## config.mk

```make
export PLATFORM = sky130hd
export DESIGN_NAME = fifo_queue_with_search_replace_flat
export DESIGN_NICKNAME = d
export VERILOG_FILES = /design/src/design/fqsr_pkg.sv /design/src/design/fqsr_if.sv /design/src/design/fifo_queue_with_search_replace.sv /design/src/design/fqsr_cell.sv /design/src/design/fqsr_ctrl.sv /design/src/flat_wrapper.sv
export VERILOG_INCLUDE_DIRS = /design/src /design/src/design
export SDC_FILE = /design/constraint.sdc
export NUM_CORES = 1
export LEC_CHECK = 0
export ABC_AREA = 1
export ABC_CLOCK_PERIOD_IN_PS = 3950
export BUFFER_PORTS_ARGS = -buffer_cell sky130_fd_sc_hd__buf_2
export CAP_MARGIN = 20
export CORE_ASPECT_RATIO = 1.1
export CORE_UTILIZATION = 40
export CTS_CLUSTER_DIAMETER = 40
export DETAILED_ROUTE_END_ITERATION = 8
export PLACE_DENSITY = 0.59
export RECOVER_POWER = 100
export SLEW_MARGIN = 20
export SYNTH_ARGS = -nofsm -noshare
export SYNTH_HDL_FRONTEND = slang
export SYNTH_HIERARCHICAL = 1
export SYNTH_SLANG_ARGS = --single-unit
```

## constraint.sdc

```tcl
create_clock -name clk -period 3.95 [get_ports clk]
set_clock_uncertainty 0.1 [all_clocks]
set_input_delay 0.395 -clock clk [delete_from_list [all_inputs] [get_ports clk]]
set_output_delay 0.395 -clock clk [all_outputs]
set_load 0.02 [all_outputs]
```

## src/design/fifo_queue_with_search_replace_macros.svh

```systemverilog
// Assertion macros for the FIFO queue with search and replace.
// Used by the control module; no other dependencies.
`ifndef FIFO_QUEUE_WITH_SEARCH_REPLACE_MACROS_SVH
`define FIFO_QUEUE_WITH_SEARCH_REPLACE_MACROS_SVH
`ifndef SYNTHESIS
`define FQSR_ASSERT(lbl, clk, rst_n, prop) \
  lbl: assert property (@(posedge clk) disable iff (!rst_n) prop) \
    else $error("fqsr assertion failed");
`define FQSR_ASSERT_ALWAYS(lbl, clk, prop) \
  lbl: assert property (@(posedge clk) prop) \
    else $error("fqsr assertion failed");
`else
`define FQSR_ASSERT(lbl, clk, rst_n, prop)
`define FQSR_ASSERT_ALWAYS(lbl, clk, prop)
`endif
`endif

```

## src/design/fqsr_pkg.sv

```systemverilog
// Package for the FIFO queue with search and replace: codes, state and control types.
// No dependencies.
`timescale 1ns / 1ps
package fqsr_pkg;

  localparam logic [2:0] MODE_INSERT  = 3'd0;
  localparam logic [2:0] MODE_DELETE  = 3'd1;
  localparam logic [2:0] MODE_PEEK    = 3'd2;
  localparam logic [2:0] MODE_DISPLAY = 3'd3;
  localparam logic [2:0] MODE_CHANGE  = 3'd4;

  localparam logic [1:0] STATUS_OK        = 2'd0;
  localparam logic [1:0] STATUS_EMPTY     = 2'd1;
  localparam logic [1:0] STATUS_FULL      = 2'd2;
  localparam logic [1:0] STATUS_NOT_FOUND = 2'd3;

  typedef enum logic [1:0] {
    ST_IDLE,
    ST_DISP,
    ST_CHG
  } state_t;

  typedef struct packed {
    logic        shift;
    logic        ins;
    logic [31:0] ins_data;
    logic [31:0] wrap_data;
  } ctl_t;

  typedef struct packed {
    logic shift;
    logic wr;
  } cell_ctrl_t;

endpackage

```

## src/design/fqsr_if.sv

```systemverilog
// Handshake channel interfaces for the FIFO queue: operation in, result out.
// No dependencies.
`timescale 1ns / 1ps
interface fqsr_in_if;
  logic              valid;
  logic              ready;
  logic [2:0]        mode;
  logic signed [31:0] item_value;
  logic signed [31:0] new_value;
  modport source (output valid, mode, item_value, new_value, input ready);
  modport sink (input valid, mode, item_value, new_value, output ready);
endinterface

interface fqsr_out_if;
  logic              valid;
  logic              ready;
  logic [1:0]        status;
  logic signed [31:0] data_out;
  logic              last;
  modport source (output valid, status, data_out, last, input ready);
  modport sink (input valid, status, data_out, last, output ready);
endinterface

```

## src/design/fifo_queue_with_search_replace.sv

```systemverilog
// FIFO queue with search and replace: top level, chain of entry cells plus controller.
// Depends on fqsr_pkg, fqsr_if, fqsr_cell and fqsr_ctrl.
//
// Usage:
//   in_ch carries one operation per transfer (mode, item_value, new_value);
//   out_ch carries results (status, data_out, last), last set on the final
//   result of each operation. Unused modes produce no result.
//   Entries sit in a chain of DEPTH cells, oldest in cell 0. Insert writes the
//   cell at the fill count; delete shifts the chain one cell toward the head.
//   Insert, delete, peek and operations on an empty queue finish in the
//   accepting cycle and give their result in the next cycle.
//   Display and change rotate the whole chain once, one cell per cycle while the
//   result slot is free, after the accepting cycle; display yields one
//   result per live entry during the rotation, change compares at cell 0 and
//   feeds the new value into the last cell as the first matching entry wraps around.
//   A simple operation can be followed directly by the next; display and change
//   hold off new operations until the rotation of the cell chain completes.
//   Reset empties the queue at once; cell contents are not cleared.
//   A stalled receiver holds the result register; the rotation and new
//   transfers on in_ch wait until the result is taken.
`timescale 1ns / 1ps
module fifo_queue_with_search_replace #(
  parameter int DEPTH = 16
) (
  input  logic       clk,
  input  logic       rst_n,
  fqsr_in_if.sink    in_ch,
  fqsr_out_if.source out_ch
);
  import fqsr_pkg::*;

  localparam int CW = $clog2(DEPTH + 1);

  ctl_t          ctl;
  logic [CW-1:0] cnt;
  logic [31:0]   cell_q [DEPTH];

  fqsr_ctrl #(
    .DEPTH(DEPTH)
  ) u_ctrl (
    .clk    (clk),
    .rst_n  (rst_n),
    .in_ch  (in_ch),
    .out_ch (out_ch),
    .head   (cell_q[0]),
    .ctl    (ctl),
    .cnt    (cnt)
  );

  for (genvar i = 0; i < DEPTH; i++) begin : g_cell
    cell_ctrl_t  cc;
    logic [31:0] nb;
    assign cc.shift = ctl.shift;
    assign cc.wr    = ctl.ins && (cnt == CW'(i));
    if (i == DEPTH - 1) begin : g_wrap
      assign nb = ctl.wrap_data;
    end else begin : g_link
      assign nb = cell_q[i+1];
    end
    fqsr_cell u_cell (
      .clk      (clk),
      .ctrl     (cc),
      .shift_in (nb),
      .wr_data  (ctl.ins_data),
      .data     (cell_q[i])
    );
  end

endmodule

```

## src/design/fqsr_cell.sv

```systemverilog
// One storage cell of the queue chain: holds an entry, shifts from its neighbor.
// Depends on fqsr_pkg.
`timescale 1ns / 1ps
module fqsr_cell (
  input  logic                clk,
  input  fqsr_pkg::cell_ctrl_t ctrl,
  input  logic [31:0]         shift_in,
  input  logic [31:0]         wr_data,
  output logic [31:0]         data
);
  import fqsr_pkg::*;

  logic [31:0] data_r;
  logic [31:0] data_nxt;

  always_comb begin
    data_nxt = data_r;
    if (ctrl.wr) begin
      data_nxt = wr_data;
    end else if (ctrl.shift) begin
      data_nxt = shift_in;
    end
  end

  always_ff @(posedge clk) begin
    data_r <= data_nxt;
  end

  assign data = data_r;

endmodule

```

## src/design/fqsr_ctrl.sv

```systemverilog
// Queue controller: operation decode, sequencer for display and change, result register.
// Depends on fqsr_pkg, fqsr_if and the assertion macros header.
`timescale 1ns / 1ps
`include "fifo_queue_with_search_replace_macros.svh"
module fqsr_ctrl #(
  parameter int DEPTH = 16
) (
  input  logic                          clk,
  input  logic                          rst_n,
  fqsr_in_if.sink                       in_ch,
  fqsr_out_if.source                    out_ch,
  input  logic [31:0]                   head,
  output fqsr_pkg::ctl_t                ctl,
  output logic [$clog2(DEPTH+1)-1:0]    cnt
);
  import fqsr_pkg::*;

  localparam int CW = $clog2(DEPTH + 1);
  localparam int PW = $clog2(DEPTH);

  state_t        state_r, state_nxt;
  logic [CW-1:0] cnt_r, cnt_nxt;
  logic [PW-1:0] pos_r, pos_nxt;
  logic          found_r, found_nxt;
  logic [31:0]   item_r, new_r;

  logic          out_vr, out_v_nxt;
  logic [1:0]    out_status_r;
  logic [31:0]   out_data_r;
  logic          out_last_r;

  logic          slot_free, accept, pos_end, is_empty;
  logic          emit, e_last, replace, shift, ins;
  logic [1:0]    e_status;
  logic [31:0]   e_data;

  assign slot_free = !out_vr || out_ch.ready;
  assign in_ch.ready = (state_r == ST_IDLE) && slot_free;
  assign accept = in_ch.valid && in_ch.ready;
  assign pos_end = (pos_r == PW'(DEPTH - 1));
  assign is_empty = (cnt_r == '0);

  always_comb begin
    state_nxt = state_r;
    case (state_r)
      ST_IDLE: begin
        if (accept && !is_empty) begin
          if (in_ch.mode == MODE_DISPLAY) begin
            state_nxt = ST_DISP;
          end else if (in_ch.mode == MODE_CHANGE) begin
            state_nxt = ST_CHG;
          end
        end
      end
      ST_DISP, ST_CHG: begin
        if (slot_free && pos_end) begin
          state_nxt = ST_IDLE;
        end
      end
      default: state_nxt = ST_IDLE;
    endcase
  end

  always_comb begin
    emit     = 1'b0;
    e_status = STATUS_OK;
    e_data   = '0;
    e_last   = 1'b1;
    shift    = 1'b0;
    ins      = 1'b0;
    replace  = 1'b0;
    case (state_r)
      ST_IDLE: begin
        if (accept) begin
          case (in_ch.mode)
            MODE_INSERT: begin
              emit = 1'b1;
              if (cnt_r == CW'(DEPTH)) begin
                e_status = STATUS_FULL;
              end else begin
                ins = 1'b1;
              end
            end
            MODE_DELETE, MODE_PEEK: begin
              emit = 1'b1;
              if (is_empty) begin
                e_status = STATUS_EMPTY;
              end else begin
                e_data = head;
                shift  = (in_ch.mode == MODE_DELETE);
              end
            end
            MODE_DISPLAY, MODE_CHANGE: begin
              if (is_empty) begin
                emit     = 1'b1;
                e_status = STATUS_EMPTY;
              end
            end
            default: ;
          endcase
        end
      end
      ST_DISP: begin
        if (slot_free) begin
          shift  = 1'b1;
          emit   = (CW'(pos_r) < cnt_r);
          e_data = head;
          e_last = (CW'(pos_r) == cnt_r - CW'(1));
        end
      end
      ST_CHG: begin
        if (slot_free) begin
          shift   = 1'b1;
          replace = !found_r && (CW'(pos_r) < cnt_r) && (head == item_r);
          emit    = pos_end;
          e_status = (found_r || replace) ? STATUS_OK : STATUS_NOT_FOUND;
        end
      end
      default: ;
    endcase
  end

  always_comb begin
    cnt_nxt   = cnt_r;
    pos_nxt   = pos_r;
    found_nxt = found_r;
    if (ins) begin
      cnt_nxt = cnt_r + CW'(1);
    end else if (shift && state_r == ST_IDLE) begin
      cnt_nxt = cnt_r - CW'(1);
    end
    if (accept) begin
      pos_nxt   = '0;
      found_nxt = 1'b0;
    end else if (shift) begin
      pos_nxt = pos_r + PW'(1);
    end
    if (replace) begin
      found_nxt = 1'b1;
    end
    out_v_nxt = emit ? 1'b1 : (out_ch.ready ? 1'b0 : out_vr);
  end

  always_ff @(posedge clk) begin
    if (!rst_n) begin
      state_r <= ST_IDLE;
      cnt_r   <= '0;
      pos_r   <= '0;
      found_r <= 1'b0;
      out_vr  <= 1'b0;
    end else begin
      state_r <= state_nxt;
      cnt_r   <= cnt_nxt;
      pos_r   <= pos_nxt;
      found_r <= found_nxt;
      out_vr  <= out_v_nxt;
    end
  end

  always_ff @(posedge clk) begin
    if (accept) begin
      item_r <= in_ch.item_value;
      new_r  <= in_ch.new_value;
    end
    if (emit) begin
      out_status_r <= e_status;
      out_data_r   <= e_data;
      out_last_r   <= e_last;
    end
  end

  assign out_ch.valid    = out_vr;
  assign out_ch.status   = out_status_r;
  assign out_ch.data_out = out_data_r;
  assign out_ch.last     = out_last_r;

  assign ctl.shift     = shift;
  assign ctl.ins       = ins;
  assign ctl.ins_data  = in_ch.item_value;
  assign ctl.wrap_data = replace ? new_r : head;
  assign cnt           = cnt_r;

  `FQSR_ASSERT_ALWAYS(a_cnt_bound, clk, !rst_n || cnt_r <= CW'(DEPTH))
  `FQSR_ASSERT(a_cnt_hold_busy, clk, rst_n, (state_r != ST_IDLE) |=> (cnt_r == $past(cnt_r)))
  `FQSR_ASSERT(a_seq_done, clk, rst_n,
    (state_r != ST_IDLE && slot_free && pos_end) |=> (state_r == ST_IDLE))
  `FQSR_ASSERT(a_busy_nonempty, clk, rst_n, (state_r != ST_IDLE) |-> !is_empty)

endmodule
```

## src/flat_wrapper.sv

```systemverilog
// flat-port wrapper written by rule: the top's interface ports become plain ports
module fifo_queue_with_search_replace_flat import fqsr_pkg::*;
#(
  parameter int DEPTH = 16
)
  (clk, rst_n, in_ch_valid, in_ch_mode, in_ch_item_value, in_ch_new_value, in_ch_ready, out_ch_valid, out_ch_status, out_ch_data_out, out_ch_last, out_ch_ready);
  fqsr_in_if in_ch_i ();
  fqsr_out_if out_ch_i ();
  input  logic clk;
  input  logic rst_n;
  input wire logic [$bits(in_ch_i.valid)-1:0] in_ch_valid;
  input wire logic [$bits(in_ch_i.mode)-1:0] in_ch_mode;
  input wire logic [$bits(in_ch_i.item_value)-1:0] in_ch_item_value;
  input wire logic [$bits(in_ch_i.new_value)-1:0] in_ch_new_value;
  output wire logic [$bits(in_ch_i.ready)-1:0] in_ch_ready;
  output wire logic [$bits(out_ch_i.valid)-1:0] out_ch_valid;
  output wire logic [$bits(out_ch_i.status)-1:0] out_ch_status;
  output wire logic [$bits(out_ch_i.data_out)-1:0] out_ch_data_out;
  output wire logic [$bits(out_ch_i.last)-1:0] out_ch_last;
  input wire logic [$bits(out_ch_i.ready)-1:0] out_ch_ready;
  assign in_ch_i.valid = in_ch_valid;
  assign in_ch_i.mode = in_ch_mode;
  assign in_ch_i.item_value = in_ch_item_value;
  assign in_ch_i.new_value = in_ch_new_value;
  assign in_ch_ready = in_ch_i.ready;
  assign out_ch_valid = out_ch_i.valid;
  assign out_ch_status = out_ch_i.status;
  assign out_ch_data_out = out_ch_i.data_out;
  assign out_ch_last = out_ch_i.last;
  assign out_ch_i.ready = out_ch_ready;
  fifo_queue_with_search_replace #(.DEPTH(DEPTH)) u_core (.clk(clk), .rst_n(rst_n), .in_ch(in_ch_i), .out_ch(out_ch_i));
endmodule
```

# Yosys cells after proc, flatten, opt, wreduce, memory -nomap -nowiden
# Index checks and enable logic that the tools add are counted.
# W data, S select, Z words.
[op_classes]
bitwise = 1
shift = 0
n_mul = 0
n_eq_ne = 28
reduce_logical = 58
div = 0
magnitude_cmp = 1
addsub = 3
muxes = 73
[op_table]
columns = ["cell", "n"]
rows = [
  ["$mux W32", 37],
  ["$pmux W32 S2", 1],
  ["$eq A5 B4 Y1 const B", 8],
  ["$reduce_bool A2 Y1", 19],
  ["$eq A32 B32 Y1", 1],
  ["$logic_and A1 B1 Y1", 23],
  ["$eq A5 B3 Y1 const B", 4],
  ["$mux W1", 19],
  ["$mux W2", 8],
  ["$pmux W2 S2", 3],
  ["$eq A5 B2 Y1 const B", 2],
  ["$mux W5", 2],
  ["$reduce_or A2 Y1", 4],
  ["$eq A3 B2 Y1 const B", 2],
  ["$add A5 B1 Y5 const B", 1],
  ["$eq A4 B5 Y1", 1],
  ["$eq A5 B1 Y1 const B", 1],
  ["$eq A5 B5 Y1 const B", 1],
  ["$logic_not A5 Y1", 1],
  ["$lt A4 B5 Y1", 1],
  ["$sub A5 B1 Y5 const B", 1],
  ["$add A4 B1 Y4 const B", 1],
  ["$eq A4 B4 Y1 const B", 1],
  ["$ne A2 B1 Y1 const B", 2],
  ["other kinds (16)", 20],
]
[word_totals]
output_inout_bits = 37
memories = 0
rom_bits = 0
elab_cells = 190
ramBits = 0
input_bits = 71
register_bits = 624
latch_bits = 0

# Longest topological paths before layout
[depth]
word_depth = 9
mapped_depth = 17
depth_no_buf = 13

# Modules after synthesis
# The synthesis kept the hierarchy.
[by_module_without_submodules]
columns = ["module", "area_per_inst_um2", "instances", "cells_per_inst"]
rows = [
  ["fqsr_cell", 1401.3, 16, 137],
  ["fqsr_ctrl", 5811.8, 1, 647],
  ["fifo_queue_with_search_replace", 138.9, 1, 35],
]

# Worst setup path before layout
# OpenSTA, ideal clock, no wires.
[synth_timing]
path_kind = "reg2reg"
start = "reg u_core.u_ctrl.state_r[0]"
end = "reg u_core.g_cell[0].u_cell.data_r[0], enable pin"
slack_ns = 0.866
t_required_ns = 3.475
arrival_ns = 2.609
n_path_buf = 1
setup_ns = 0.375
stages_incl_launch_ff = 11
path_cell_list = "dfxtp_1 inv_1 ha_1 nand3_1 inv_2 nand3_1 nand2_1 nand2_1 inv_1 buf_4 or2_2"
[synth_lines]
columns = ["element", "line_no", "source"]
rows = [
  ["from (decl)", "fqsr_ctrl.sv:21", "state_t state_r, state_nxt;"],
  ["from (signal assigned)", "fqsr_ctrl.sv:152", "state_r <= state_nxt;"],
  ["$logic_not A2 Y1", "fqsr_ctrl.sv:38", "assign in_ch.ready = (state_r == ST_IDLE) && slot_free;"],
  ["$logic_and A1 B1 Y1", "fqsr_ctrl.sv:38", ""],
  ["$logic_and A1 B1 Y1", "fqsr_ctrl.sv:39", "assign accept = in_ch.valid && in_ch.ready;"],
  ["net u_core.u_ctrl.accept", "fqsr_ctrl.sv:32", "logic slot_free, accept, pos_end, is_empty;"],
  ["$mux W1", "fqsr_ctrl.sv:74", "if (accept) begin"],
  ["$pmux W1 S2", "fqsr_ctrl.sv:72", "case (state_r)"],
  ["net u_core.u_ctrl.shift", "fqsr_ctrl.sv:33", "logic emit, e_last, replace, shift, ins;"],
  ["$reduce_bool A2 Y1 (no source line)", "n/a", ""],
  ["to (signal assigned)", "fqsr_cell.sv:26", "data_r <= data_nxt;"],
  ["to (decl)", "fqsr_cell.sv:13", "logic [31:0] data_r;"],
]
# The timed path passes the listed nets, and every way through them passes these cells.
# A chain may end at the register's enable or synchronous reset.

==> impl_metrics.json <==
{
  "viasPerCell": 4.968,
  "worstMarginPinSlew_ns": 1.905,
  "cp_common_cell": "nand2_1",
  "crit_chain": "inv_1 -> ha_1 -> nand3_1 -> nor2_1 -> nand2_1 -> inv_1 -> inv_1 -> nor2_4 -> nand2_1 -> nor2_1 -> clkbuf_2 -> inv_4 -> nand2_1 -> nand2_1",
  "grt_pass1_vias": 19480,
  "rr_worst_depth": 14,
  "die_y_um": 281.3,
  "crit_path_end_kind": "flip-flop",
  "cts_tree": "yes",
  "syn_area_per_cell_um2": 9.872,
  "leakage_nw": 13.72,
  "critPathSlowestCell": "clkbuf_2",
  "worstPathRequired_ns": 4.22,
  "status": "finished, violations left",
  "irDropWorstVdd_uv": 427.0,
  "whs_path_depth": 4,
  "portBuffers": 107,
  "synth_cells": 2874,
  "hp-class": "input port to flip-flop",
  "placementRows": 102,
  "max_stage_delay_ns": 0.61,
  "finalCritPeriodShare_pct": 90.07,
  "clock_latency_ns": 0.64,
  "synth_area_leader_cell": "edfxtp_1",
  "cap_violations": 21,
  "fmax_mhz": 281.1,
  "cp_num_buf_inv": 5,
  "ys_types": 29,
  "place.detailed.hpwl_um": 48290,
  "synth_nets": 2957,
  "yosys-top-cells-count": "1,740 x nand2_1, 611 x edfxtp_1, 88 x inv_1, 88 x nor2_1, 82 x buf_4",
  "cp_top_family": "simple AND/OR/NAND/NOR gates",
  "antenna_found_initial": 1,
  "synth.most_common_cell": "nand2_1",
  "remaining_drc_errors": 0,
  "grt_max_degree": 66,
  "tns_ns": 0,
  "totalWireLength_um": 76550,
  "numCtsBuffers": 89,
  "grt_pass1_wl_um": 116500,
  "cts_root_buffer": "clkbuf_16",
  "die_w_um": 255.9,
  "clock_path_buffers": 3,
  "worstPathArrival_ns": 3.83,
  "wl_per_cell_um": 19.22,
  "ys_seq_elements": 624,
  "clock-sinks": 624,
  "gr-total-overflow": 0,
  "post-synth-top-area-fraction_pct": 64.67,
  "worstSetupStartpointType": "flip-flop",
  "synth_ff_type": "edfxtp_1",
  "final-setup-viol-count": 0,
  "synth_async_sr_flop_share_pct": 0,
  "dr_total_vias": 19790,
  "ys_warn_count": 6,
  "ant_nets": 0,
  "power_density_nw_per_um2": 876.0,
  "fin_nets": 3059,
  "htree_levels": 3,
  "synth_edf_count": 611,
  "die-area_um2": 72000,
  "syn2layout_area_growth_pct": 13.11,
  "r2r-end": "u_core/g_cell[7].u_cell/data[27]",
  "post-route-util_pct": 45.64,
  "timing.final.crit_period_ns": 3.558,
  "timing.final.hold_violations": 0,
  "dr.pass1.iters": 5,
  "netlist_area_um2": 28370,
  "grt_usage_pct": 21.49,
  "path_clk_slew_ns": 0.05,
  "yosysSeqAreaShare_pct": 65.58,
  "finalMaxSlewViolations": 408,
  "drt-initial-drc-count": 2065,
  "path_max_fanout": 33,
  "r2r_slack_ns": 0.39,
  "violations": "max-capacitance violations, max-slew violations",
  "gp_congestion": 0.9032,
  "start_util_pct": 40.35,
  "maxSlewHeadroom_pct": -26.97,
  "criticalPathCategory": "flip-flop to flip-flop",
  "drive_gt1_share_pct": 8.992,
  "core-area_um2": 70320,
  "synthTopCellsByArea": "edfxtp_1 65%, nand2_1 23%, buf_6 2.8%",
  "r2r-start": "u_core/u_ctrl/state_r[0]",
  "min_from": "in_ch_mode[2]",
  "rsz0062_at_grt": "false",
  "io_pins": 108,
  "holdPathEnd": "u_core/u_ctrl/state_r[0]",
  "antenna_cells": 0
}
-- tightest hold or removal path, cell delays in order --
cell     delay (ns)
buf_2          0.11
nor4_1         0.06
o21ai_0        0.17
a21oi_1        0.05
-- timing repair --
item,CTS,global route
endpoints found under the hold margin,40,0
setup buffers,0,0
resized for setup,0,0
hold buffers,34,0
-- flip-flops by register name, indices dropped and copies added (netlist names), 2 cells and up --
signal and flops:
u_core/g_cell.u_cell/data 512, u_core/u_ctrl/item_r 32, u_core/u_ctrl/new_r 32, u_core/u_ctrl/out_ch.data_out 32, u_core/u_ctrl/cnt 5, u_core/u_ctrl/pos_r 4
u_core/u_ctrl/out_ch.status 2, u_core/u_ctrl/state_r 2
-- cells by family (layout without fill, tap and decap cells) --
| family | count (synthesis) | in the layout | share of synthesized area [%] |
|---|---|---|---|
| compound gates | 25 | 25 | 0.4675 |
| xor+xnor | 11 | 11 | 0.3396 |
| flops | 624 | 624 | 65.58 |
| buf+inv | 275 | 448 | 6.783 |
| fa+ha+maj | 12 | 12 | 0.5292 |
| simple gates | 1927 | 1927 | 26.30 |
-- through the flow --
| step | setup WS, ns | hold WS, ns | cell area, um^2 | instances | power [W] |
|---|---|---|---|---|---|
| after floorplan | 0.8664 | 0.3261 | 28370 | 2874 | 0.01750 |
| after global placement | 0.5740 | 0.3421 | 28920 | 3787 | 0.02007 |
| after detailed placement | 0.5430 | 0.3471 | 28920 | 3787 | 0.02021 |
| after CTS | 0.4998 | 0.04227 | 32280 | 3983 | 0.02835 |
| after global routing | 0.1475 | 0.08967 | 32090 | 3983 | 0.02958 |
| final | 0.3921 | 0.09380 | 32090 | 3983 | 0.02811 |
-- area by class of cell --
cell class,count,area (um^2)
Clock buffer,103,2321
Multi-Input combinational cell,1975,7840
Sequential cell,624,18610
Fill cell,6509,38230
Inverter,114,440.4
Timing Repair Buffer,172,1017
Tap cell,936,1171
Clock inverter,59,694.4
-- worst max-delay path by stage --
| stage | slack [ns] | end | depth (start not counted) | startpoint |
|---|---|---|---|---|
| finish | 0.39 | u_core/g_cell[7].u_cell/data[27] | 14 | u_core/u_ctrl/state_r[0] |
| global route | 0.15 | u_core/u_ctrl/out_ch.data_out[27] | 9 | u_core/u_ctrl/state_r[0] |
| CTS | 0.50 | u_core/g_cell[14].u_cell/data[25] | 11 | u_core/u_ctrl/state_r[0] |
| detailed placement | 0.54 | u_core/g_cell[14].u_cell/data[6] | 11 | u_core/u_ctrl/state_r[0] |
| global placement | 0.57 | u_core/g_cell[14].u_cell/data[31] | 11 | in_ch_mode[1] |
| floorplan | 0.87 | u_core/g_cell[0].u_cell/data[0] | 10 | u_core/u_ctrl/state_r[0] |
-- report_power, final --
part / internal [W] / total (W) / leakage (nW) / switching (W)
Clock: 0.00503 / 0.00802 / 1.47 / 0.00299
Combinational: 0.00164 / 0.00685 / 6.38 / 0.00522
Sequential: 0.0121 / 0.0132 / 5.86 / 0.00111
Total: 0.0188 / 0.0281 / 13.7 / 0.00931
-- placed cells by master, fill, tap and decap left out, drive strengths merged --
master,instances
inv,126
clkbuf,189
xor2,6
nor2,99
nand3,57
o21ai,16
edfxtp,611
or2,20
o31ai,1
nor3,3
nor4,1
nand2,1742
nand4,3
dfxtp,13
clkinvlp,7
buf,52
dlygate4sd3,34
a21oi,8
nand3b,2
xnor2,5
bufinv,12
clkinv,28
ha,12
-- metal layers --
metal | part of all wire, % | up-vias | GRT usage, %
li1 | - | 9388 | -
met1 | 40 | 9514 | 27.54
met2 | 48 | 747 | 36.05
met3 | 8.0 | 138 | 4.058
met4 | 3.4 | 0 | 8.414
met5 | 0 | - | 0
Power figures use the tool's default switching activity.
